[src/rtl/residue_add_normalizer_unit_assert.svh]
// assertion macros for the residue add normalizer
`ifndef RESIDUE_ADD_NORMALIZER_UNIT_ASSERT_SVH
`define RESIDUE_ADD_NORMALIZER_UNIT_ASSERT_SVH
`ifndef SYNTH
`define RANN_ASSERT(lbl, clk, rstn, prop) \
  lbl: assert property (@(posedge clk) disable iff (!rstn) (prop)) else $error("assertion failed");
`define RANN_ASSERT_NEVER(lbl, clk, rstn, prop) \
  lbl: assert property (@(posedge clk) disable iff (!rstn) !(prop)) else $error("assertion failed");
`else
`define RANN_ASSERT(lbl, clk, rstn, prop)
`define RANN_ASSERT_NEVER(lbl, clk, rstn, prop)
`endif
`endif

[src/rtl/rann_pkg.sv]
// shared constants, types and helpers of the residue add normalizer
`default_nettype none
package rann_pkg;
  localparam int unsigned VALUE_W   = 32;
  localparam int unsigned FRAC      = 30;
  localparam int unsigned IDX_W     = 6;
  localparam int unsigned CNT_W     = 7;
  localparam int unsigned SUM_W     = 38;
  localparam int unsigned FAC_W     = 31;
  localparam int unsigned JOB_DEPTH = 2;
  localparam int unsigned DEF_VECTOR_LENGTH = 64;

  localparam logic [FAC_W-1:0] ONE_Q = 31'h4000_0000;

  localparam logic MODE_CUT   = 1'b0;
  localparam logic MODE_SCALE = 1'b1;

  typedef struct packed {
    logic [CNT_W-1:0] n;
    logic             mode;
  } job_t;

  typedef struct packed {
    logic [VALUE_W-1:0] res;
    logic [IDX_W-1:0]   idx;
    logic               last;
    logic [CNT_W-1:0]   cnt;
    logic [VALUE_W-1:0] big;
    logic [SUM_W-1:0]   tot;
    logic [FAC_W-1:0]   scale;
    logic               zf;
  } res_t;

  // clamp a 34-bit signed value to the 32-bit signed range
  function automatic logic [VALUE_W-1:0] sat_val(input logic signed [33:0] x);
    if (x > $signed(34'h0_7FFF_FFFF)) begin
      sat_val = 32'h7FFF_FFFF;
    end else if (x < $signed(34'h3_8000_0000)) begin
      sat_val = 32'h8000_0000;
    end else begin
      sat_val = x[31:0];
    end
  endfunction
endpackage
`default_nettype wire

[src/rtl/rann_fifo.sv]
// short job queue between front and back
`default_nettype none
module rann_fifo (
  input  wire logic     clk_i,
  input  wire logic     rst_ni,
  input  wire logic     push_i,
  input  wire rann_pkg::job_t data_i,
  output logic          full_o,
  input  wire logic     pop_i,
  output logic          valid_o,
  output rann_pkg::job_t data_o
);
  localparam int unsigned PW = $clog2(rann_pkg::JOB_DEPTH);
  localparam int unsigned NW = $clog2(rann_pkg::JOB_DEPTH + 1);

  rann_pkg::job_t ent_q [rann_pkg::JOB_DEPTH];
  logic [PW-1:0]  wp_q, rp_q;
  logic [NW-1:0]  num_q;

  assign full_o  = (num_q == NW'(rann_pkg::JOB_DEPTH));
  assign valid_o = (num_q != '0);
  assign data_o  = ent_q[rp_q];

  always_ff @(posedge clk_i) begin
    if (push_i) begin
      ent_q[wp_q] <= data_i;
    end
  end

  always_ff @(posedge clk_i or negedge rst_ni) begin
    if (!rst_ni) begin
      wp_q  <= '0;
      rp_q  <= '0;
      num_q <= '0;
    end else begin
      if (push_i) wp_q <= PW'(wp_q + PW'(1));
      if (pop_i)  rp_q <= PW'(rp_q + PW'(1));
      num_q <= NW'(num_q + NW'(push_i) - NW'(pop_i));
    end
  end
endmodule
`default_nettype wire

[config.mk]
export PLATFORM = sky130hd
export DESIGN_NAME = rann_fifo
export DESIGN_NICKNAME = d
export VERILOG_FILES = /design/src/rtl/residue_add_normalizer_unit_assert.svh /design/src/rtl/rann_pkg.sv /design/src/rtl/rann_fifo.sv
export SDC_FILE = /design/constraint.sdc
export NUM_CORES = 1
export LEC_CHECK = 0
export ABC_AREA = 1
export BUFFER_PORTS_ARGS = -buffer_cell sky130_fd_sc_hd__buf_4
export CORE_MARGIN = 3
export CORE_UTILIZATION = 53
export DETAILED_ROUTE_END_ITERATION = 12
export PLACE_DENSITY = 0.8
export SLEW_MARGIN = 15
export SYNTH_ARGS = -nofsm -noshare
export SYNTH_HDL_FRONTEND = slang
export SYNTH_SLANG_ARGS = --single-unit
export TNS_END_PERCENT = 10
[constraint.sdc]
create_clock -name clk_i -period 3.55 [get_ports clk_i]
set_input_delay 0.1775 -clock clk_i [delete_from_list [all_inputs] [get_ports clk_i]]
set_output_delay 0.1775 -clock clk_i [all_outputs]
set_load 0.02 [all_outputs]
==> out/qor.yml <==
worst_setup_path:
  crit_path_end_kind: "output port"
  crit_required_ns: 3.37
  critPathKind: "reg -> out"
  regToRegSetupSlack_ns: 2.24
  startpoint_type: "flip-flop"
  arrival_ns: 1.40
  cp_max_fo: 17
clock_tree:
  clkLatencyLatePin_ns: 0.29
  numCtsBuffers: 3
  htreeDepth: 1
  ctsResizeCount: 0
  cts_sinks: 20
  cts_tree: "done"
  clk_pin_slew_ns: 0.10
  clk_path_buf_depth: 2
  cts_setup_buffers: 0
  cts_root_buf: "clkbuf_4"
layout:
  fin_cells: 106
  drive_gt1_share_pct: 29.7
  diodes: 0
  layout.nets: 106
  syn_to_final_growth_pct: 21.8
synthesis:
  ys_async_sr_fraction_pct: 20.0
  synth_area_leaders: "edfxtp_1 (58%), dfrtp_1 (12%), inv_1 (6.8%)"
  synth_ff_type: "edfxtp_1"
  ys_top_cells_by_count: "edfxtp_1 (16), inv_1 (15), nand2_1 (15), o21ai_0 (5), dfrtp_1 (4)"
  synth_cell_types: 12
  synth_most_common_cell: "edfxtp_1"
  syn_inst: 67
  ys_warn_count: 0
  synth_nets: 81
  synth-seq-area-share_pct: 69.9
  synth_edf_count: 16
  synthXorXnorAreaFrac_pct: 2.11
  netlist_area_um2: 831
  synth_top_family_by_area: "buffers and inverters"
  synth-compound-area-share_pct: 6.17
  ys_ff_latch: 20
  avgSynthCellArea_um2: 12.4
  synth_largest_area_cell: "edfxtp_1"
  synth.area.mux_share_pct: 0
  synth_adder_area_share_pct: 3.01
  yosys.area_share.simple_pct: 8.28
  netlist.area_leader.share_pct: 57.8
timing:
  fmax_mhz: 636
  fin_crit_sh_pct: 44.3
  min_period_ns: 1.57
  timing.setup.tns_ns: 0
  whs_ns: 0.0584
  setup_viol: 0
  slew_viol_final: 0
  worst_pin_slew_ns: 0.664
  clock_skew_ns: 0.00425
  relSlewSlack_pct: 55.6
  rsz0062_at_grt: "no"
  hold_viol_final: 0
grt:
  use_met1_pct: 14.1
  grt_use_total_pct: 14.4
  grt_pass1_vias: 485
  grt_pass1_wl_um: 2000
  grt_max_degree: 18
  top_usage_layer: "met2"
  grtUsageMet3_pct: 6.72
  grt_overflow: 0
  antenna_found_initial: 0
  use_met2_pct: 24.2
route:
  detail-route-antenna-nets: 0
  drtIter0Drc: 10
  drc: 0
  vias_per_cell: 4.94
  avgRoutedWirePerCell_um: 12.4
  num_vias: 524
  dr.pass1.iters: 4
  routed_wl_um: 1320
power_and_ir_drop:
  power_density_nw_per_um2: 769
  power_frac_seq_pct: 47.1
  swShare_pct: 37.7
  p_clk_share_pct: 13.4
  p_switching_mw: 0.293
  p_leak_nw: 0.477
  p_total_mw: 0.779
  peakVddDrop_v: 0.000440
  power_frac_comb_pct: 39.5
  p_int_mw: 0.485
place:
  dp.cells: 101
  dp_hpwl_um: 952
  portBuffers: 21
  gp_congestion: 0.738
run:
  max_cap_viol_count: 0
floorplan:
  initial_core_util_pct: 60.1
  die_w_um: 45.6
  design.core.area_um2: 1380
  dieArea_um2: 2080
  fp-row-count: 13
  io_pins: 22
  die_y_um: 45.6
hold_path:
  min_path_type: "in -> reg"
outcome:
  status: "completed"
==> power by group through the flow <==
stage          Sequential, mW  Clock, mW  Combinational (mW)
2_1_floorplan           0.340          0               0.244
3_3_place_gp            0.369          0               0.295
3_5_place_dp            0.371          0               0.308
4_1_cts                 0.367      0.106               0.310
5_1_grt                 0.375      0.122               0.333
6_report                0.367      0.104               0.308
==> timing repair <==
action                                 in CTS  in global routing
hold buffers                                1                  0
endpoints found under the hold margin       4                  0
setup endpoints to repair                   0                  0
==> final timing paths <==
kind	cells after the start	start	endpoint
setup / recovery	3	rp_q	data_o[5]
hold / removal	2	pop_i	rp_q
setup reg to reg	1	wp_q	ent_q[0][4]
hold reg to reg	1	wp_q	wp_q
max in group asynchronous	2	rst_ni	num_q[1]
min in group asynchronous	2	rst_ni	wp_q
==> layer usage <==
layer	share of wire (%)	wire length [um]	vias up
met5	0	0	-
met1	37	486	234
met4	2.4	32	0
met3	7.1	93	6
met2	53	704	21
li1	-	-	263
==> layout make-up <==
cell class | instances | area [um^2]
flip-flops and latches | 20 | 581
fillers | 96 | 370
repair buffers | 22 | 168
multi-input cells | 30 | 163
inverters | 15 | 56.3
clock buffers | 3 | 22.5
well taps | 15 | 18.8
clock inverters | 1 | 3.75
==> cells in the final DEF (no fill, tap or decap) <==
cell type and instances:
ha_1 2, nand2_1 15, inv_1 15, o21ai_2 3, dfrtp_1 4, o21ai_0 5, nor2_1 2, dlygate4sd3_1 1
clkbuf_4 3, clkinv_1 1, nand3_1 1, edfxtp_1 16, xor2_1 2, buf_4 21
==> state kept, by name, indices dropped and copies added, names as in the netlist <==
name   cells
rp_q       1
num_q      2
ent_q     16
wp_q       1
==> critical path, cell delays in order, from the launching register on <==
cell	delay [ns]
dfrtp_1	0.70
nand2_1	0.11
o21ai_0	0.12
buf_4	0.18
==> through the flow <==
stage               setup WS [ns]  cell area [um^2]  util, %
CTS                          1.98              1010     73.2
global placement             2.30               976     70.6
detailed placement           2.21               976     70.6
floorplan                    2.39               831        -
global route                 1.85              1010     73.2
finish                       1.98              1010     73.2
==> logic make-up after synthesis <==
| logic type | Yosys count |
|---|---|
| adders and majority gates | 2 |
| and+or+nand+nor | 18 |
| DFF | 20 |
| AOI/OAI and AO/OA | 8 |
| xor gates and xnor gates | 2 |
| buffers and inverters | 17 |
No activity file was read; power rests on OpenSTA's default activity.
