**src/rtl/residue_add_normalizer_unit_assert.svh**
```systemverilog
// assertion macros for the residue add normalizer
`ifndef RESIDUE_ADD_NORMALIZER_UNIT_ASSERT_SVH
`define RESIDUE_ADD_NORMALIZER_UNIT_ASSERT_SVH
`ifndef SYNTH
`define RANN_ASSERT(lbl, clk, rstn, prop) \
  lbl: assert property (@(posedge clk) disable iff (!rstn) (prop)) else $error("assertion failed");
`define RANN_ASSERT_NEVER(lbl, clk, rstn, prop) \
  lbl: assert property (@(posedge clk) disable iff (!rstn) !(prop)) else $error("assertion failed");
`else
`define RANN_ASSERT(lbl, clk, rstn, prop)
`define RANN_ASSERT_NEVER(lbl, clk, rstn, prop)
`endif
`endif

```
**src/rtl/rann_pkg.sv**
```systemverilog
// shared constants, types and helpers of the residue add normalizer
`default_nettype none
package rann_pkg;
  localparam int unsigned VALUE_W   = 32;
  localparam int unsigned FRAC      = 30;
  localparam int unsigned IDX_W     = 6;
  localparam int unsigned CNT_W     = 7;
  localparam int unsigned SUM_W     = 38;
  localparam int unsigned FAC_W     = 31;
  localparam int unsigned JOB_DEPTH = 2;
  localparam int unsigned DEF_VECTOR_LENGTH = 64;

  localparam logic [FAC_W-1:0] ONE_Q = 31'h4000_0000;

  localparam logic MODE_CUT   = 1'b0;
  localparam logic MODE_SCALE = 1'b1;

  typedef struct packed {
    logic [CNT_W-1:0] n;
    logic             mode;
  } job_t;

  typedef struct packed {
    logic [VALUE_W-1:0] res;
    logic [IDX_W-1:0]   idx;
    logic               last;
    logic [CNT_W-1:0]   cnt;
    logic [VALUE_W-1:0] big;
    logic [SUM_W-1:0]   tot;
    logic [FAC_W-1:0]   scale;
    logic               zf;
  } res_t;

  // clamp a 34-bit signed value to the 32-bit signed range
  function automatic logic [VALUE_W-1:0] sat_val(input logic signed [33:0] x);
    if (x > $signed(34'h0_7FFF_FFFF)) begin
      sat_val = 32'h7FFF_FFFF;
    end else if (x < $signed(34'h3_8000_0000)) begin
      sat_val = 32'h8000_0000;
    end else begin
      sat_val = x[31:0];
    end
  endfunction
endpackage
`default_nettype wire

```
**src/rtl/rann_front.sv**
```systemverilog
// front end: accepts element beats, fills the store and queues a pass per vector
`default_nettype none
module rann_front #(
  parameter int unsigned VectorLength = rann_pkg::DEF_VECTOR_LENGTH,
  localparam int unsigned AW = (VectorLength > 1) ? $clog2(VectorLength) : 1,
  localparam int unsigned CW = $clog2(VectorLength + 1)
) (
  input  wire logic                           clk_i,
  input  wire logic                           rst_ni,
  input  wire logic                           valid_i,
  input  wire logic [2*rann_pkg::VALUE_W-1:0] data_i,
  input  wire logic                           last_i,
  output logic                                ready_o,
  input  wire logic                           mode_i,
  input  wire logic                           done_i,
  input  wire logic                           full_i,
  output logic                                push_o,
  output rann_pkg::job_t                      job_o,
  output logic                                we_o,
  output logic [AW-1:0]                       waddr_o,
  output logic [2*rann_pkg::VALUE_W-1:0]      wdata_o
);
  logic [CW-1:0] cnt_q, cnt_d, cnt_inc;
  logic          busy_q, busy_d;
  logic          acc, fin;

  assign ready_o = !busy_q && !full_i;
  assign acc     = valid_i && ready_o;
  assign cnt_inc = cnt_q + CW'(1);
  // full store closes the vector as if marked last
  assign fin     = last_i || (cnt_inc == CW'(VectorLength));

  assign we_o       = acc;
  assign waddr_o    = cnt_q[AW-1:0];
  assign wdata_o    = data_i;
  assign push_o     = acc && fin;
  assign job_o.n    = rann_pkg::CNT_W'(cnt_inc);
  assign job_o.mode = mode_i;

  always_comb begin
    cnt_d  = cnt_q;
    busy_d = busy_q;
    if (acc) begin
      if (fin) begin
        cnt_d  = '0;
        busy_d = 1'b1;
      end else begin
        cnt_d = cnt_inc;
      end
    end
    if (done_i) begin
      busy_d = 1'b0;
    end
  end

  always_ff @(posedge clk_i or negedge rst_ni) begin
    if (!rst_ni) begin
      cnt_q  <= '0;
      busy_q <= 1'b0;
    end else begin
      cnt_q  <= cnt_d;
      busy_q <= busy_d;
    end
  end
endmodule
`default_nettype wire

```
**config.mk**
```make
export PLATFORM = sky130hd
export DESIGN_NAME = rann_front
export DESIGN_NICKNAME = d
export VERILOG_FILES = /design/src/rtl/residue_add_normalizer_unit_assert.svh /design/src/rtl/rann_pkg.sv /design/src/rtl/rann_front.sv
export SDC_FILE = /design/constraint.sdc
export NUM_CORES = 1
export LEC_CHECK = 0
export ABC_AREA = 1
export BUFFER_PORTS_ARGS = -buffer_cell sky130_fd_sc_hd__buf_2
export CELL_PAD_IN_SITES_DETAIL_PLACEMENT = 1
export CELL_PAD_IN_SITES_GLOBAL_PLACEMENT = 1
export CORE_ASPECT_RATIO = 1.4
export CORE_MARGIN = 2
export CORE_UTILIZATION = 19
export CTS_CLUSTER_DIAMETER = 100
export DETAILED_ROUTE_END_ITERATION = 16
export PLACE_DENSITY_LB_ADDON = 0.1
export RECOVER_POWER = 50
export SLEW_MARGIN = 10
export SYNTH_ARGS = -nofsm -noshare
export SYNTH_HDL_FRONTEND = slang
export SYNTH_SLANG_ARGS = --single-unit
export TNS_END_PERCENT = 10
```
**constraint.sdc**
```tcl
create_clock -name clk_i -period 3.4 [get_ports clk_i]
set_clock_uncertainty 0.15 [all_clocks]
set_input_delay 0.34 -clock clk_i [delete_from_list [all_inputs] [get_ports clk_i]]
set_output_delay 0.34 -clock clk_i [all_outputs]
set_load 0.01 [all_outputs]
```
==> summary.md <==
| Metric | Value |
|---|---|
| Source-to-sink clock delay at the later pin of the worst-skew pair | roughly 0.24 ns |
| Largest net degree at the start of global routing | 11 |
| Worst relative slew slack | 0.788 |
| Number of antenna violations at the first check in global routing | 0 |
| FMAX | 446 MHz |
| Synthesis-to-layout area growth | -28.1% |
| Filler Cells Inserted | 644 |
| Number of port buffers | 21 |
| Buffer depth of the longest clock path | 2 |
| Min-Delay Path Class | in -> reg |
| Endpoint required time on the critical path | 2.91 ns |
| Flop-to-flop setup slack | about 1.7 ns |
| Critical Path Sink Type | output pin |
| Clock tree from TritonCTS | done |
| Overall fraction of global-route tracks in use | 0.0755 |
| Pint | 0.206 mW |
| Worst Setup Slack post-DPL | 1.37 ns |
| Routability congestion estimate from global placement | about 0.68 |
| Cell chosen for the clock root | clkbuf_8 |
| Clock network fraction of design power | 0.409 |
| Area of the core | roughly 5200 um2 |
| Clk sinks | 8 |
| Net switching fraction of the power | 0.317 |
| Unique cell type count in the Yosys netlist | 20 |
| Placed wire-length estimate | 1740 um |
| Overall via count from detail_route | 589 |
| Number of search-and-repair iterations in the first detailed-routing pass | 2 |
| I/O pin count | 152 |
| Number of clock buffers inserted by TritonCTS | 3 |
| Synth Warn # | 0 |
| Destination of the worst register-to-register timing path | cnt_q[1]$_DFFE_PN0P_ |
| Final-report setup violation count | 0 |
| Number of synthesized register bits | 8 |
| Dominant delay contributor by cell family on the critical path | simple AND/OR/NAND/NOR gates |
| DRC Markers | 0 |
| Average vias per placed instance | 3.75 |
| Summed negative setup slack over all endpoints | 0 ns |
| Sequential share of power | 0.375 |
| Post-layout instance count excluding filler cells | 157 |
| Max-capacitance violation count | 0 |
| Grt ovf | 0 |
| Worst-path cell with the longest stage delay | dfrtp_1 |
| Worst Hold Path Cells | 2 |
| Final worst-path cycle share | 0.660 |
| Leakage power summed over all cells | 0.406 nW |
| Layout cell share with drive strength beyond 1 | 0.440 |
| Mapped Area | 1040 um2 |
| Worst-case reg-to-reg path depth | 12 |
| Max IR drop VDD | 0.117 mV |
| Post-DR wirelength/cell | 13.6 um |
| CTS clock-pin slew for the worst setup and hold paths | 0.05 ns |
| Series of cell instances along the critical path | ha_1 -> nand2_1 -> nor2_2 -> nand2_1 -> nand2_1 -> nand2_2 -> nor2_2 -> nand2_2 -> nand2_4 -> nand2_4 -> inv_2 -> buf_2 |
| Maximum net fanout on the critical path | 4 |
| Antenna Nets Post-Route | 0 |
| Syn Nets | 209 |
| Run status | completed |
| Post-route minimum period | 2.24 ns |
| Vias in the first global route | 638 |
| Sequential fraction of the synthesis area | 0.192 |
| DRT Wirelength | between 2000 and 2500 um |
| Unrepaired setup endpoints after global routing | no |
| Synth Area per Inst | 7.63 um2 |
| Chip width | about 67 um |
| Switching component of the power | 0.0955 mW |
| Critical setup path kind | reg -> out |
| Minimum setup slack in the final design | 1.16 ns |
| Critical Path Most Common Cell | nand2_1 |
| Slowest stage delay, CP | 0.40 ns |
| Number of antenna cells inserted | 0 |
| Post-CTS sizing | 0 |
| DIE HEIGHT | 91.7 um |
| Synthesized instance count | about 140 |
| Crit path to | push_o |
| Launch point of the worst path | cnt_q[1]$_DFFE_PN0P_ |
| PD cells | 401 nW/um2 |
| Worst path arrival time | 1.75 ns |
| Starting DRC count in detailed routing | 3 |
| Slew at the pin with the worst max-slew slack | 0.318 ns |
| Most frequent cells in the layout | 21 x buf_2, 18 x nand2_1, 8 x inv_1, 8 x dfrtp_1, 5 x nor2_1 |
| Number of nets in the finished design | 165 |
| # rows | 31 |
| Number of cells in the design after placement | 153 |
| Commonest non-fill, non-tap cell in the layout | buf_2 |
| H-tree depth reported by CTS | 1 |
| First-pass GRT wire length | approximately 3500 um |
| Hold Fails Final Rpt | 0 |
| Cell count along the critical path | 12 |
| Crit Reg-Reg Startpoint | cnt_q[1]$_DFFE_PN0P_ |
| Setup crit start kind | flop |
| Buf/Inv on CP | 2 |
| Combinational Power Share | 0.216 |
| Max Transition Viols Final | 0 |
| Area of the die | between 6000 and 7000 um2 |
| Initial core utilization | 0.200 |
## registers in the layout, indices dropped and copies added, names as in the netlist
signal,flops
busy_q,1
cnt_q,7
## cells by family (layout without fill, tap and decap cells)
kind of cell	after synthesis	after routing	share of synthesized area
AOI/OAI and AO/OA	6	6	0.0371
xor gates and xnor gates	1	1	0.0156
adders and majority gates	1	1	0.0120
buffers and inverters	82	36	0.552
DFF	8	8	0.192
and+or+nand+nor	39	39	0.192
## power groups by stage
stage	clock, mW	combinational [mW]	sequential, mW
3_5_place_dp	0	0.0667	0.114
3_3_place_gp	0	0.0689	0.114
5_1_grt	0.133	0.0734	0.115
2_1_floorplan	0	0.124	0.112
6_report	0.123	0.0650	0.113
4_1_cts	0.127	0.0679	0.113
## cell type report
| class | instances | area (um2) | area share |
|---|---|---|---|
| sequential | 8 | 200 | 0.267 |
| inverter | 11 | 43.8 | 0.0583 |
| timing repair buffer | 22 | 115 | 0.153 |
| tap | 66 | 82.6 | 0.110 |
| multi-input combinational | 47 | 268 | 0.357 |
| clock buffer | 3 | 41.3 | 0.0550 |
## Yosys cell counts
cell type   n  area, um2
o21ai_2     1       8.76
nand2_1    18       67.6
ha_1        1       12.5
inv_4       1       6.26
nand2_4     2       22.5
dfrtp_1     8        200
buf_4      71        533
o21ai_1     3       15.0
o22ai_1     1       6.26
nand3_1     4       20.0
xnor2_2     1       16.3
inv_2       2       7.51
a21oi_2     1       8.76
nor2_2      2       12.5
nand3_2     1       10.0
nor2_4      1       11.3
nand4_1     2       12.5
inv_1       8       30.0
nor2_1      5       18.8
nand2_2     4       25.0
## timing repair
action	in CTS	in global routing
hold buffers	1	0
hold endpoints to repair	8	0
buffers inserted	0	0
## how the worst min path moves through the flow
stage | end | from | slack (ns)
floorplan | busy_q$_DFFE_PN0P_ | rst_ni | -0.11
global placement | cnt_q[3]$_DFFE_PN0P_ | rst_ni | 0.08
detailed placement | cnt_q[2]$_DFFE_PN0P_ | rst_ni | 0.07
CTS | busy_q$_DFFE_PN0P_ | done_i | 0.1
global route | busy_q$_DFFE_PN0P_ | done_i | 0.11
finish | busy_q$_DFFE_PN0P_ | done_i | 0.10
## through the flow
stage	hold slack (ns)	util	instance area (um2)	power, mW
after floorplan	-0.106	-	1040	0.236
after global placement	0.0755	0.134	699	0.183
after detailed placement	0.0681	0.134	699	0.181
after CTS	0.0991	0.143	751	0.308
after global routing	0.105	0.143	751	0.321
final	0.105	0.143	751	0.301
## metal layers
layer	global-route usage	wire length (um)
met2	0.112	1010
met5	0	0
met4	0.0680	91
met3	0.0344	242
met1	0.0772	799
(Power assumes the default switching activity.)
