==> src/rtl/residue_add_normalizer_unit_assert.svh <==
// assertion macros for the residue add normalizer
`ifndef RESIDUE_ADD_NORMALIZER_UNIT_ASSERT_SVH
`define RESIDUE_ADD_NORMALIZER_UNIT_ASSERT_SVH
`ifndef SYNTH
`define RANN_ASSERT(lbl, clk, rstn, prop) \
  lbl: assert property (@(posedge clk) disable iff (!rstn) (prop)) else $error("assertion failed");
`define RANN_ASSERT_NEVER(lbl, clk, rstn, prop) \
  lbl: assert property (@(posedge clk) disable iff (!rstn) !(prop)) else $error("assertion failed");
`else
`define RANN_ASSERT(lbl, clk, rstn, prop)
`define RANN_ASSERT_NEVER(lbl, clk, rstn, prop)
`endif
`endif

==> src/rtl/rann_pkg.sv <==
// shared constants, types and helpers of the residue add normalizer
`default_nettype none
package rann_pkg;
  localparam int unsigned VALUE_W   = 32;
  localparam int unsigned FRAC      = 30;
  localparam int unsigned IDX_W     = 6;
  localparam int unsigned CNT_W     = 7;
  localparam int unsigned SUM_W     = 38;
  localparam int unsigned FAC_W     = 31;
  localparam int unsigned JOB_DEPTH = 2;
  localparam int unsigned DEF_VECTOR_LENGTH = 64;

  localparam logic [FAC_W-1:0] ONE_Q = 31'h4000_0000;

  localparam logic MODE_CUT   = 1'b0;
  localparam logic MODE_SCALE = 1'b1;

  typedef struct packed {
    logic [CNT_W-1:0] n;
    logic             mode;
  } job_t;

  typedef struct packed {
    logic [VALUE_W-1:0] res;
    logic [IDX_W-1:0]   idx;
    logic               last;
    logic [CNT_W-1:0]   cnt;
    logic [VALUE_W-1:0] big;
    logic [SUM_W-1:0]   tot;
    logic [FAC_W-1:0]   scale;
    logic               zf;
  } res_t;

  // clamp a 34-bit signed value to the 32-bit signed range
  function automatic logic [VALUE_W-1:0] sat_val(input logic signed [33:0] x);
    if (x > $signed(34'h0_7FFF_FFFF)) begin
      sat_val = 32'h7FFF_FFFF;
    end else if (x < $signed(34'h3_8000_0000)) begin
      sat_val = 32'h8000_0000;
    end else begin
      sat_val = x[31:0];
    end
  endfunction
endpackage
`default_nettype wire

==> src/rtl/rann_store.sv <==
// element store: base and residue pairs, one write and one registered read port
`default_nettype none
module rann_store #(
  parameter int unsigned VectorLength = rann_pkg::DEF_VECTOR_LENGTH,
  localparam int unsigned AW = (VectorLength > 1) ? $clog2(VectorLength) : 1
) (
  input  wire logic                         clk_i,
  input  wire logic                         we_i,
  input  wire logic [AW-1:0]                waddr_i,
  input  wire logic [2*rann_pkg::VALUE_W-1:0] wdata_i,
  input  wire logic [AW-1:0]                raddr_i,
  output logic [2*rann_pkg::VALUE_W-1:0]    rdata_o
);
  logic [2*rann_pkg::VALUE_W-1:0] mem_q [VectorLength];
  logic [2*rann_pkg::VALUE_W-1:0] rdata_q;

  always_ff @(posedge clk_i) begin
    if (we_i) begin
      mem_q[waddr_i] <= wdata_i;
    end
    rdata_q <= mem_q[raddr_i];
  end

  assign rdata_o = rdata_q;
endmodule
`default_nettype wire

==> config.mk <==
export PLATFORM = sky130hd
export DESIGN_NAME = rann_store
export DESIGN_NICKNAME = d
export VERILOG_FILES = /design/src/rtl/residue_add_normalizer_unit_assert.svh /design/src/rtl/rann_pkg.sv /design/src/rtl/rann_store.sv
export SDC_FILE = /design/constraint.sdc
export NUM_CORES = 2
export LEC_CHECK = 0
export BUFFER_PORTS_ARGS = -buffer_cell sky130_fd_sc_hd__buf_2
export CAP_MARGIN = 20
export CORE_MARGIN = 3
export CORE_UTILIZATION = 52
export CTS_CLUSTER_DIAMETER = 100
export DETAILED_ROUTE_END_ITERATION = 6
export PLACE_DENSITY = 0.7
export SYNTH_ARGS = -nofsm -noshare
export SYNTH_HDL_FRONTEND = slang
export SYNTH_SLANG_ARGS = --single-unit
==> constraint.sdc <==
create_clock -name clk_i -period 5.7 [get_ports clk_i]
set_input_delay 0.285 -clock clk_i [delete_from_list [all_inputs] [get_ports clk_i]]
set_output_delay 0.285 -clock clk_i [all_outputs]
set_load 0.02 [all_outputs]
==> metrics.txt <==
# TYPE chip_impl_metric gauge
chip_impl_info{name="status",value="finished, final reports clean"} 1
chip_impl_metric{name="slew-limit-headroom",unit="%"} 20.9
chip_impl_metric{name="number_of_endpoints_failing_setup_at_the_final_stage",unit=""} 0
chip_impl_metric{name="routed-via-count",unit=""} 76100
chip_impl_info{name="top_layer_used",value="met5"} 1
chip_impl_metric{name="synth_largest_type_area_fraction",unit="%"} 78.7
chip_impl_metric{name="wl_per_cell",unit="µm"} 36.7
chip_impl_metric{name="cts_hold_buffers",unit=""} 3
chip_impl_metric{name="grt.overflow.total",unit=""} 0
chip_impl_metric{name="core-area",unit="µm²"} 298000
chip_impl_metric{name="power_density",unit="nW/µm²"} 362
chip_impl_info{name="dominantRegCellSynth",value="sky130_fd_sc_hd__edfxtp_1"} 1
chip_impl_metric{name="arrival",unit="ns"} 3.46
chip_impl_metric{name="detail_route.wirelength",unit="µm"} 418000
chip_impl_info{name="timing.hold.worst.class",value="in2reg"} 1
chip_impl_metric{name="syn-cell-area",unit="µm²"} 156000
chip_impl_metric{name="met2RoutedLength",unit="µm"} 202000
chip_impl_info{name="cts.root.buffer_cell",value="sky130_fd_sc_hd__clkbuf_16"} 1
chip_impl_metric{name="nFillCells",unit=""} 20000
chip_impl_metric{name="clkPwrFrac",unit="%"} 42.4
chip_impl_metric{name="synth_compound_gate_area_share",unit="%"} 2.48
chip_impl_metric{name="clk_pin_slew",unit="ns"} 0.06
chip_impl_metric{name="fp.dieH",unit="µm"} 554
chip_impl_metric{name="synthMuxAreaShare",unit="%"} 15.6
chip_impl_metric{name="critical_path_peak_fanout",unit=""} 55
chip_impl_metric{name="synth_sequential_area_ratio",unit="%"} 79.5
chip_impl_metric{name="grt_start_max_net_pins",unit=""} 100
chip_impl_info{name="yosys.area.top_type",value="sky130_fd_sc_hd__edfxtp_1"} 1
chip_impl_metric{name="final_min_period_over_clock_period",unit="%"} 47.4
chip_impl_metric{name="finalHoldViolations",unit=""} 0
chip_impl_metric{name="power.static_leakage",unit="nW"} 55.8
chip_impl_metric{name="synthesis.instances",unit=""} 6598
chip_impl_info{name="synthTopCellsByCount",value="sky130_fd_sc_hd__edfxtp_1, sky130_fd_sc_hd__mux4_2, sky130_fd_sc_hd__buf_2, sky130_fd_sc_hd__a22oi_1, sky130_fd_sc_hd__clkbuf_1"} 1
chip_impl_info{name="largest_family_of_logic_cells_by_synthesized_area",value="multiplexers"} 1
chip_impl_metric{name="placement_stage_cell_area",unit="µm²"} 163000
chip_impl_metric{name="synth_fa_ha_area_share",unit="%"} 0
chip_impl_metric{name="numPortBuffers",unit=""} 141
chip_impl_info{name="setup.worst_path.end_class",value="flip-flop"} 1
chip_impl_metric{name="synth.distinct_cells",unit=""} 33
chip_impl_info{name="grt_setup_unrepaired",value="false"} 1
chip_impl_metric{name="cts.path.max_buffers",unit=""} 4
chip_impl_metric{name="drt_pass1_iterations",unit=""} 6
chip_impl_metric{name="maximum_resistive_drop_on_vdd",unit="V"} 0.000297
chip_impl_metric{name="synth_async_sr_flop_share",unit="%"} 0
chip_impl_metric{name="finalClockSkew",unit="ns"} 0.0905
chip_impl_metric{name="wl_met3",unit="µm"} 47600
chip_impl_metric{name="required",unit="ns"} 6.45
chip_impl_metric{name="post_layout_min_period",unit="ns"} 2.70
chip_impl_metric{name="ctsResizeCount",unit=""} 0
chip_impl_metric{name="power.combinational.fraction",unit="%"} 4.8
chip_impl_metric{name="clock_latency",unit="ns"} 0.95
chip_impl_metric{name="die_width",unit="µm"} 554
chip_impl_metric{name="cts_inserted_buffers",unit=""} 405
chip_impl_info{name="dominant_cells_by_area_after_synthesis",value="sky130_fd_sc_hd__edfxtp_1, sky130_fd_sc_hd__mux4_2, sky130_fd_sc_hd__mux2i_1"} 1
chip_impl_metric{name="starting_density",unit="%"} 52.5
chip_impl_metric{name="postRouteAntennaNets",unit=""} 0
chip_impl_metric{name="placementRows",unit=""} 200
chip_impl_metric{name="drc_errors",unit=""} 0
chip_impl_metric{name="routed_via_density",unit=""} 6.68
chip_impl_info{name="yosys.cell_count.top_type",value="sky130_fd_sc_hd__edfxtp_1"} 1
chip_impl_metric{name="synth_simple_gate_area_share",unit="%"} 1.24
chip_impl_metric{name="area_growth_syn_to_layout",unit="%"} 14.0
chip_impl_info{name="crit_path_start_kind",value="input port"} 1
chip_impl_metric{name="synth.net_count",unit=""} 6676
chip_impl_metric{name="placement.setup.worst_slack",unit="ns"} 2.16
chip_impl_metric{name="yosysWarningCount",unit=""} 0
chip_impl_metric{name="synth.ff_latch_count",unit=""} 4160
chip_impl_metric{name="layout_setup_ws",unit="ns"} 3.00
chip_impl_metric{name="clock_tree.htree_level_count",unit=""} 5
chip_impl_metric{name="xor_xnor_portion_of_the_synthesized_cell_area",unit="%"} 0
chip_impl_metric{name="cts_sinks",unit=""} 4160
chip_impl_metric{name="dieArea",unit="µm²"} 307000
chip_impl_metric{name="synth_edf_count",unit=""} 4096
chip_impl_metric{name="dp.final_hpwl",unit="µm"} 224000
chip_impl_metric{name="nNetsFinal",unit=""} 7172
chip_impl_metric{name="seqPwrFrac",unit="%"} 52.8
chip_impl_metric{name="timing.max_cap.violations",unit=""} 0
chip_impl_metric{name="post_cts.repair.setup_buffers",unit=""} 0
chip_impl_metric{name="grt_pass1_vias",unit=""} 76200
chip_impl_metric{name="pin_count",unit=""} 142
chip_impl_metric{name="grt_antenna_before_repair",unit=""} 28
chip_impl_info{name="cts_tree",value="done"} 1
chip_impl_metric{name="power_report.internal_total",unit="mW"} 51.0
chip_impl_metric{name="fin_setup_tns",unit="ns"} 0
chip_impl_metric{name="avgSynthCellArea",unit="µm²"} 23.7
chip_impl_metric{name="report.final.slew_viol_count",unit=""} 0
chip_impl_metric{name="gp_congestion",unit=""} 0.811
chip_impl_metric{name="power.switching",unit="mW"} 13.5
chip_impl_metric{name="actual_slew_at_the_worst_max_slew_pin",unit="ns"} 1.19
chip_impl_metric{name="drt_iter0_drc",unit=""} 12000
chip_impl_metric{name="routed_metal_1_wirelength",unit="µm"} 152000
chip_impl_metric{name="grt_first_pass_wirelength",unit="µm"} 591000
chip_impl_metric{name="power.switching_fraction",unit="%"} 20.9
chip_impl_info{name="criticalPathCategory",value="in2reg"} 1
chip_impl_metric{name="fmax",unit="MHz"} 370
chip_impl_metric{name="final_layout_size_suffix_gt1_share",unit="%"} 28.9
chip_impl_metric{name="final_design_area_no_fill",unit="µm²"} 178000
chip_impl_metric{name="grt_util_all_layers",unit="%"} 27.2
==> worst max-delay path, cell delays in order <==
cell and delay (ns):
sky130_fd_sc_hd__buf_2 0.68, sky130_fd_sc_hd__and2_4 1.04, sky130_fd_sc_hd__buf_12 0.40, sky130_fd_sc_hd__a22oi_1 0.15, sky130_fd_sc_hd__and3_1 0.25, sky130_fd_sc_hd__a211oi_1 0.53
==> kinds of logic after synthesis <==
family | Yosys count
buffers and inverters | 389
AO/OA/AOI/OAI | 504
AND/OR/NAND/NOR | 386
multiplexers | 1159
flip-flops | 4160
==> power groups by stage <==
stage          Sequential, mW  Combinational (mW)  Clock, mW
2_1_floorplan            34.7                1.58          0
3_3_place_gp             34.7                2.93          0
3_5_place_dp             34.7                2.99          0
4_1_cts                  34.1                3.00       27.6
5_1_grt                  34.0                3.25       28.8
6_report                 34.0                3.10       27.3
==> placed cells by master, fill, tap and decap left out, drive strengths merged, types with 38 or more instances in the layout <==
cell         count
a211oi          63
a22o            88
a22oi          168
and3            64
buf            414
bufinv          54
clkbuf         508
clkinv         155
dfxtp           64
dlygate4sd3     45
edfxtp        4096
mux2i          135
mux4          1024
nand2           58
nand3           45
nor2           112
o221ai          38
o22ai           83
==> through the flow <==
| stage | total power, mW | util [%] | hold WS [ns] | std cells |
|---|---|---|---|---|
| finish | 64.4 | 59.8 | 0.0545 | 11400 |
| global placement | 37.6 | 54.7 | 0.714 | 10500 |
| floorplan | 36.2 | - | 0.384 | 6598 |
| detailed placement | 37.7 | 54.8 | 0.719 | 10500 |
| global route | 66.1 | 59.8 | 0.0731 | 11400 |
| CTS | 64.6 | 59.3 | 0.0102 | 11300 |
==> layout make-up <==
cell class                      count  area, µm²  area share [%]
Tap cell                         3939       4930            2.77
Clock inverter                    246       2750            1.54
Sequential cell                  4160     124000            69.7
Multi-Input combinational cell   2049      30800            17.3
Clock buffer                      508      10800            6.08
Inverter                           19       71.3          0.0400
Antenna cell                        8       20.0          0.0112
Timing Repair Buffer              459       4550            2.55
==> state kept, by name, summed over array words and instances, names as in the netlist <==
signal / cells
rdata_o: 64
mem_q: 4096
==> final timing paths <==
check                      from       endpoint  slack [ns]  depth (start not counted)
setup / recovery     raddr_i[3]    rdata_o[49]        3.00                          6
hold / removal      wdata_i[19]  mem_q[57][19]        0.05                          2
setup reg to reg  mem_q[58][19]    rdata_o[19]        3.49                          5
hold reg to reg   mem_q[52][44]    rdata_o[44]        0.84                          4
==> per-layer routing <==
| metal | vias to the layer above | global-route usage (%) |
|---|---|---|
| li1 | 29500 | - |
| met3 | 819 | 5.64 |
| met1 | 40600 | 38.1 |
| met2 | 5095 | 43.2 |
| met5 | - | 0 |
| met4 | 14 | 9.73 |
Note: power is estimated with default switching activity, not from simulation.
