$ cat src/rtl/residue_add_normalizer_unit_assert.svh
// assertion macros for the residue add normalizer
`ifndef RESIDUE_ADD_NORMALIZER_UNIT_ASSERT_SVH
`define RESIDUE_ADD_NORMALIZER_UNIT_ASSERT_SVH
`ifndef SYNTH
`define RANN_ASSERT(lbl, clk, rstn, prop) \
  lbl: assert property (@(posedge clk) disable iff (!rstn) (prop)) else $error("assertion failed");
`define RANN_ASSERT_NEVER(lbl, clk, rstn, prop) \
  lbl: assert property (@(posedge clk) disable iff (!rstn) !(prop)) else $error("assertion failed");
`else
`define RANN_ASSERT(lbl, clk, rstn, prop)
`define RANN_ASSERT_NEVER(lbl, clk, rstn, prop)
`endif
`endif

$ cat src/rtl/rann_pkg.sv
// shared constants, types and helpers of the residue add normalizer
`default_nettype none
package rann_pkg;
  localparam int unsigned VALUE_W   = 32;
  localparam int unsigned FRAC      = 30;
  localparam int unsigned IDX_W     = 6;
  localparam int unsigned CNT_W     = 7;
  localparam int unsigned SUM_W     = 38;
  localparam int unsigned FAC_W     = 31;
  localparam int unsigned JOB_DEPTH = 2;
  localparam int unsigned DEF_VECTOR_LENGTH = 64;

  localparam logic [FAC_W-1:0] ONE_Q = 31'h4000_0000;

  localparam logic MODE_CUT   = 1'b0;
  localparam logic MODE_SCALE = 1'b1;

  typedef struct packed {
    logic [CNT_W-1:0] n;
    logic             mode;
  } job_t;

  typedef struct packed {
    logic [VALUE_W-1:0] res;
    logic [IDX_W-1:0]   idx;
    logic               last;
    logic [CNT_W-1:0]   cnt;
    logic [VALUE_W-1:0] big;
    logic [SUM_W-1:0]   tot;
    logic [FAC_W-1:0]   scale;
    logic               zf;
  } res_t;

  // clamp a 34-bit signed value to the 32-bit signed range
  function automatic logic [VALUE_W-1:0] sat_val(input logic signed [33:0] x);
    if (x > $signed(34'h0_7FFF_FFFF)) begin
      sat_val = 32'h7FFF_FFFF;
    end else if (x < $signed(34'h3_8000_0000)) begin
      sat_val = 32'h8000_0000;
    end else begin
      sat_val = x[31:0];
    end
  endfunction
endpackage
`default_nettype wire

$ cat src/rtl/rann_back.sv
// back end: sweeps the stored vector, gathers statistics and emits results
`default_nettype none
module rann_back #(
  parameter int unsigned VectorLength = rann_pkg::DEF_VECTOR_LENGTH,
  localparam int unsigned AW = (VectorLength > 1) ? $clog2(VectorLength) : 1
) (
  input  wire logic                           clk_i,
  input  wire logic                           rst_ni,
  input  wire logic                           job_valid_i,
  input  wire rann_pkg::job_t                 job_i,
  output logic                                job_pop_o,
  output logic [AW-1:0]                       raddr_o,
  input  wire logic [2*rann_pkg::VALUE_W-1:0] rdata_i,
  output logic                                div_start_o,
  output logic [rann_pkg::SUM_W-1:0]          div_num_o,
  output logic [rann_pkg::SUM_W-1:0]          div_den_o,
  output logic                                div_rnd_o,
  input  wire logic                           div_done_i,
  input  wire logic [rann_pkg::FAC_W-1:0]     div_quot_i,
  output logic                                res_valid_o,
  input  wire logic                           res_ready_i,
  output rann_pkg::res_t                      res_o,
  output logic                                done_o
);
  localparam logic [2:0] S_IDLE = 3'd0;
  localparam logic [2:0] S_RD   = 3'd1;
  localparam logic [2:0] S_EV   = 3'd2;
  localparam logic [2:0] S_DIV  = 3'd3;
  localparam logic [2:0] S_MUL  = 3'd4;
  localparam logic [2:0] S_OUT  = 3'd5;
  localparam logic signed [32:0] ONE33 = 33'sh0_4000_0000;

  logic [2:0]                    st_q;
  logic                          ph_q, mode_q, ov_q;
  logic [AW-1:0]                 k_q;
  logic [rann_pkg::CNT_W-1:0]    n_q, cnt_q;
  logic [rann_pkg::SUM_W-1:0]    sum_q, tot_q;
  logic [rann_pkg::VALUE_W-1:0]  big_q, val_q;
  logic [rann_pkg::FAC_W-1:0]    f_q;
  logic [62:0]                   prod_q;
  rann_pkg::res_t                res_q;

  logic signed [32:0] b_s, r_s, sum_w;
  logic [31:0]        ssat, clip_w, mag_w, rabs;
  logic [32:0]        neg33, rneg, ob;
  logic [38:0]        tot_add, sum_add;
  logic [62:0]        prod_w, prnd;
  logic [32:0]        tmag;
  logic [33:0]        ts, bt;
  logic               last_k, lo, hi, help_lo, help_hi, out_free;

  assign raddr_o = k_q;
  assign b_s     = {rdata_i[31], rdata_i[31:0]};
  assign r_s     = {rdata_i[63], rdata_i[63:32]};
  assign sum_w   = b_s + r_s;
  assign ssat    = rann_pkg::sat_val({sum_w[32], sum_w});
  assign clip_w  = ssat[31] ? '0 : ssat;
  assign neg33   = 33'd0 - {ssat[31], ssat};
  assign mag_w   = neg33[31:0];
  assign tot_add = {1'b0, tot_q} + 39'(mag_w);
  assign sum_add = {1'b0, sum_q} + 39'(clip_w);

  // factor search terms
  assign lo      = sum_w[32];
  assign hi      = sum_w > ONE33;
  assign rneg    = 33'd0 - r_s;
  assign ob      = 33'h0_4000_0000 - b_s;
  assign help_lo = !b_s[32] && r_s[32];
  assign help_hi = (b_s <= ONE33) && !r_s[32] && (r_s != '0);

  // scaled residue, magnitude rounded half away from zero
  assign rabs   = r_s[32] ? rneg[31:0] : rdata_i[63:32];
  assign prod_w = rabs * f_q;
  assign prnd   = prod_q + 63'h2000_0000;
  assign tmag   = prnd[62:30];
  assign ts     = r_s[32] ? (34'd0 - {1'b0, tmag}) : {1'b0, tmag};
  assign bt     = {b_s[32], b_s} + ts;

  assign last_k   = (rann_pkg::CNT_W'(k_q) + rann_pkg::CNT_W'(1)) == n_q;
  assign out_free = !ov_q || res_ready_i;

  always_comb begin
    div_start_o = 1'b0;
    div_num_o   = '0;
    div_den_o   = '0;
    div_rnd_o   = 1'b0;
    if (st_q == S_EV) begin
      if (!ph_q && mode_q == rann_pkg::MODE_SCALE) begin
        if (lo && help_lo) begin
          div_start_o = 1'b1;
          div_num_o   = rann_pkg::SUM_W'(b_s[31:0]);
          div_den_o   = rann_pkg::SUM_W'(rneg[31:0]);
        end else if (!lo && hi && help_hi) begin
          div_start_o = 1'b1;
          div_num_o   = rann_pkg::SUM_W'(ob);
          div_den_o   = rann_pkg::SUM_W'(r_s[31:0]);
        end
      end else if (ph_q && mode_q == rann_pkg::MODE_CUT && sum_q != '0) begin
        div_start_o = 1'b1;
        div_num_o   = rann_pkg::SUM_W'(clip_w);
        div_den_o   = sum_q;
        div_rnd_o   = 1'b1;
      end
    end
  end

  assign job_pop_o   = (st_q == S_IDLE) && job_valid_i;
  assign done_o      = (st_q == S_OUT) && out_free && last_k;
  assign res_valid_o = ov_q;
  assign res_o       = res_q;

  // result fields
  always_ff @(posedge clk_i) begin
    if (st_q == S_OUT && out_free) begin
      res_q.res   <= val_q;
      res_q.idx   <= rann_pkg::IDX_W'(k_q);
      res_q.last  <= last_k;
      res_q.cnt   <= cnt_q;
      res_q.big   <= big_q;
      res_q.tot   <= tot_q;
      res_q.scale <= (mode_q == rann_pkg::MODE_SCALE) ? f_q : '0;
      res_q.zf    <= (mode_q == rann_pkg::MODE_CUT) && (sum_q == '0);
    end
    if (st_q == S_EV) prod_q <= prod_w;
  end

  always_ff @(posedge clk_i or negedge rst_ni) begin
    if (!rst_ni) begin
      st_q   <= S_IDLE;
      ph_q   <= 1'b0;
      mode_q <= rann_pkg::MODE_CUT;
      ov_q   <= 1'b0;
      k_q    <= '0;
      n_q    <= '0;
      cnt_q  <= '0;
      sum_q  <= '0;
      tot_q  <= '0;
      big_q  <= '0;
      val_q  <= '0;
      f_q    <= rann_pkg::ONE_Q;
    end else begin
      // output register fills on a new beat, empties when taken
      if (st_q == S_OUT && out_free) begin
        ov_q <= 1'b1;
      end else if (res_ready_i) begin
        ov_q <= 1'b0;
      end
      unique case (st_q)
        S_IDLE: begin
          if (job_valid_i) begin
            n_q    <= job_i.n;
            mode_q <= job_i.mode;
            ph_q   <= 1'b0;
            k_q    <= '0;
            cnt_q  <= '0;
            sum_q  <= '0;
            tot_q  <= '0;
            big_q  <= '0;
            f_q    <= rann_pkg::ONE_Q;
            st_q   <= S_RD;
          end
        end
        S_RD: st_q <= S_EV;
        S_EV: begin
          if (!ph_q) begin
            if (mode_q == rann_pkg::MODE_CUT) begin
              if (ssat[31]) begin
                cnt_q <= cnt_q + rann_pkg::CNT_W'(1);
                if (mag_w > big_q) big_q <= mag_w;
                tot_q <= tot_add[38] ? '1 : tot_add[37:0];
              end
              sum_q <= sum_add[38] ? '1 : sum_add[37:0];
            end else if (lo || hi) begin
              // out of bounds with no helping residue pins the factor to zero
              if (!div_start_o) f_q <= '0;
            end
            if (div_start_o) begin
              st_q <= S_DIV;
            end else begin
              st_q <= S_RD;
              ph_q <= last_k;
              k_q  <= last_k ? '0 : AW'(k_q + AW'(1));
            end
          end else if (mode_q == rann_pkg::MODE_CUT) begin
            if (div_start_o) begin
              st_q <= S_DIV;
            end else begin
              val_q <= clip_w;
              st_q  <= S_OUT;
            end
          end else begin
            st_q <= S_MUL;
          end
        end
        S_DIV: begin
          if (div_done_i) begin
            if (!ph_q) begin
              if (div_quot_i < f_q) f_q <= div_quot_i;
              st_q <= S_RD;
              ph_q <= last_k;
              k_q  <= last_k ? '0 : AW'(k_q + AW'(1));
            end else begin
              val_q <= rann_pkg::VALUE_W'(div_quot_i);
              st_q  <= S_OUT;
            end
          end
        end
        S_MUL: begin
          val_q <= rann_pkg::sat_val(bt);
          st_q  <= S_OUT;
        end
        S_OUT: begin
          if (out_free) begin
            if (last_k) begin
              st_q <= S_IDLE;
            end else begin
              k_q  <= AW'(k_q + AW'(1));
              st_q <= S_RD;
            end
          end
        end
        default: st_q <= S_IDLE;
      endcase
    end
  end
endmodule
`default_nettype wire

$ cat config.mk
export PLATFORM = sky130hd
export DESIGN_NAME = rann_back
export DESIGN_NICKNAME = d
export VERILOG_FILES = /design/src/rtl/residue_add_normalizer_unit_assert.svh /design/src/rtl/rann_pkg.sv /design/src/rtl/rann_back.sv
export SDC_FILE = /design/constraint.sdc
export NUM_CORES = 2
export LEC_CHECK = 0
export BUFFER_PORTS_ARGS = -buffer_cell sky130_fd_sc_hd__buf_2
export CORE_MARGIN = 1.5
export CORE_UTILIZATION = 52
export DETAILED_ROUTE_END_ITERATION = 10
export PLACE_DENSITY = 0.7
export RECOVER_POWER = 50
export SYNTH_ARGS = -nofsm -noshare
export SYNTH_HDL_FRONTEND = slang
export SYNTH_SLANG_ARGS = --single-unit
$ cat constraint.sdc
create_clock -name clk_i -period 10.9 [get_ports clk_i]
set_clock_uncertainty 0.1 [all_clocks]
set_input_delay 0 -clock clk_i [delete_from_list [all_inputs] [get_ports clk_i]]
set_output_delay 0 -clock clk_i [all_outputs]
set_load 0.05 [all_outputs]
==> impl_metrics.csv <==
group,metric,value,unit
logic_synthesis,yosysWarnings,0,
critical_path,startpoint_type,"input port",
critical_path,r2r_setup_slack,1.32,ns
floorplan,die_h,337,um
clocking,clkTransAtPathRegs,0.06,ns
floorplan,num_io_pins,343,
clocking,cts-htree-levels,2,
flow_run,max_cap_viol_count,6,
global_routing,antenna_found_initial,11,
routing,wl_per_cell,25.7,um
logic_synthesis,ys_types,101,
routing,dr.pass1.iters,6,
timing,worst_pin_slew,5.03,ns
place,port_buffers,337,
clocking,cts_num_sinks,379,
global_routing,grt_pass1_vias,50200,
global_routing,overflow,0,
floorplan,initial_core_util,52.5,%
floorplan,rows,122,
final_layout,final_nets,8225,
clocking,cts_made_buffers,45,
timing,finalCritPeriodShare,93.9,%
final_layout,mostFrequentLayoutCells,"inv_1 (964), nand2_1 (950), fa_1 (869)",
critical_path,cp_slowest_stage_delay,0.54,ns
place,dp_hpwl,169000,um
logic_synthesis,synth_edf_count,182,
timing,fin_tns_setup,0,ns
routing,drt_iter0_markers,5154,
logic_synthesis,syn_area,58200,um^2
logic_synthesis,yosysSeqAreaShare,17.9,%
global_routing,grt_max_degree,91,
routing,wl,214000,um
floorplan,die_area,114000,um^2
timing,slew_viol_final,310,
worst_hold_path,hold_class,"input port to flop",
routing,num_vias,49800,
final_layout,area_delta_synth_final,9.57,%
place,dpl_worst_slack,0.138,ns
timing,period_minus_slack,10.24,ns
floorplan,die_x,337,um
global_routing,grt_pass1_wl,317000,um
critical_path,worst-path-max-fanout,18,
logic_synthesis,synthCells,6539,
clocking,cts.path.max_buffers,3,
critical_path,cpMaxStageDelayCell,"fa_1",
timing,layout_setup_ws,0.663,ns
outcome,violations,"capacitance limit, slew limit",
critical_path,path_common_cell,"fa_1",
clocking,cts_resized,0,
critical_path,crit_type,"input port to flop",
logic_synthesis,synth_flop_cell,"dfrtp_1",
global_routing,grt_use_total,37.9,%
final_layout,fin_util,57.5,%
routing,route.detailed.drc,0,
routing,drtAntennaViolNets,0,
critical_path,critPathCaptureType,"flop",
critical_path,arrival,10.55,ns
clocking,clock_latency,0.66,ns
clocking,cts_tree,"done",
logic_synthesis,synth_seq_cells,379,
logic_synthesis,ys_async_sr_fraction,52.0,%
routing,via_per_inst,5.98,
place,routabilityCongestion,1.02,
critical_path,cp_data_required_time,11.21,ns
timing,hold_violations,0,
logic_synthesis,syn_area_per_cell,8.90,um^2
clocking,cts_root_buf,"clkbuf_16",
final_layout,drive_above_1_share,7.34,%
final_layout,nFillCells,9980,
timing,max_freq,0.0977,GHz
floorplan,core-area,111000,um^2
timing,setup_viol,0,
timing,grt_setup_unrepaired,"false",
outcome,outcome,"complete, but fails checks",
clocking,cts_setup_buffers,0,
final_layout,layout_commonest_cell,"inv_1",
timing,maxSlewHeadroom,-235,%
[sequential cells by signal (all words and copies together) (netlist names), 31 cells and up]
name,count
res_o,148
big_q,32
sum_q,38
tot_q,38
val_q,32
f_q,31
prod_q,34
[layout make-up]
type	count	area [um^2]	area share [%]
Sequential cell	379	10400	16.3
Inverter	972	3650	5.72
Antenna cell	9	22.5	0.0353
Multi-Input combinational cell	4859	43100	67.7
Timing Repair Buffer	536	3120	4.89
Clock inverter	30	368	0.577
Clock buffer	54	1190	1.87
Tap cell	1488	1860	2.92
[critical path, delay by kind of cell]
family / cells / cell delay (ns)
compound gates: 10 / 2.53
xor+xnor: 2 / 0.46
simple gates: 10 / 2.08
fa+ha+maj: 9 / 4.39
buf+inv: 9 / 1.05
[stage by stage]
step / cell area [um^2] / hold slack [ns] / std cells
floorplan: 58200 / -0.396 / 6543
global placement: 61900 / -0.0316 / 8187
detailed placement: 61900 / -0.0327 / 8187
CTS: 64000 / 0.000940 / 8318
global route: 63700 / 0.0186 / 8321
finish: 63700 / 0.0296 / 8327
[what timing repair did]
item                                    CTS  global route
hold endpoints to repair                159             0
hold buffers                             47             0
endpoints found under the setup margin    0             0
[Yosys cell counts (22+ instances only)]
| cell type | number | share of area, % |
|---|---|---|
| nor2b_1 | 30 | 0.32 |
| a31oi_1 | 44 | 0.47 |
| a21o_1 | 97 | 1.3 |
| nand4_1 | 41 | 0.44 |
| nand2_1 | 951 | 6.1 |
| nor2_1 | 499 | 3.2 |
| a21oi_1 | 230 | 2.0 |
| xor2_1 | 132 | 2.0 |
| nor3_1 | 77 | 0.66 |
| and2_1 | 279 | 3.0 |
| fa_1 | 869 | 30 |
| ha_1 | 455 | 9.8 |
| edfxtp_1 | 182 | 9.4 |
| nor4_1 | 29 | 0.31 |
| and3_1 | 65 | 0.70 |
| a221oi_1 | 30 | 0.45 |
| o21ai_0 | 257 | 2.2 |
| a22o_1 | 32 | 0.48 |
| mux2_1 | 28 | 0.54 |
| inv_1 | 965 | 6.2 |
| o31ai_1 | 22 | 0.28 |
| o21a_1 | 31 | 0.40 |
| dfrtp_1 | 196 | 8.4 |
| clkbuf_1 | 306 | 2.0 |
| xnor2_1 | 212 | 3.2 |
| nand2b_1 | 42 | 0.45 |
| nand3_1 | 80 | 0.69 |
[kinds of logic after synthesis]
group,synth area share (%)
other,0.00645
AOI/OAI and AO/OA,10.5
and+or+nand+nor,17.2
adders and majority gates,39.9
xor gates and xnor gates,5.21
buffers and inverters,8.50
muxes,0.893
DFF,17.9
[layer usage]
layer  part of all wire (%)  track usage, %
met5                  0.017               0
met2                     43            57.3
met3                     12            9.67
met1                     38            49.2
met4                    7.1            22.8
[worst paths after layout]
path	end	cells past startpoint	startpoint
min	n_q[6]	3	job_i[7]
max	prod_q[48]	40	rdata_i[36]
max reg2reg	prod_q[48]	28	f_q[30]
min in group asynchronous	tot_q[35]	4	rst_ni
min reg2reg	res_o[138]	0	val_q[22]
max in group asynchronous	f_q[9]	5	rst_ni
Power is left out: the tool's default activity adds up to more than one toggle a clock period on the data nets, which glitch-free logic cannot reach.
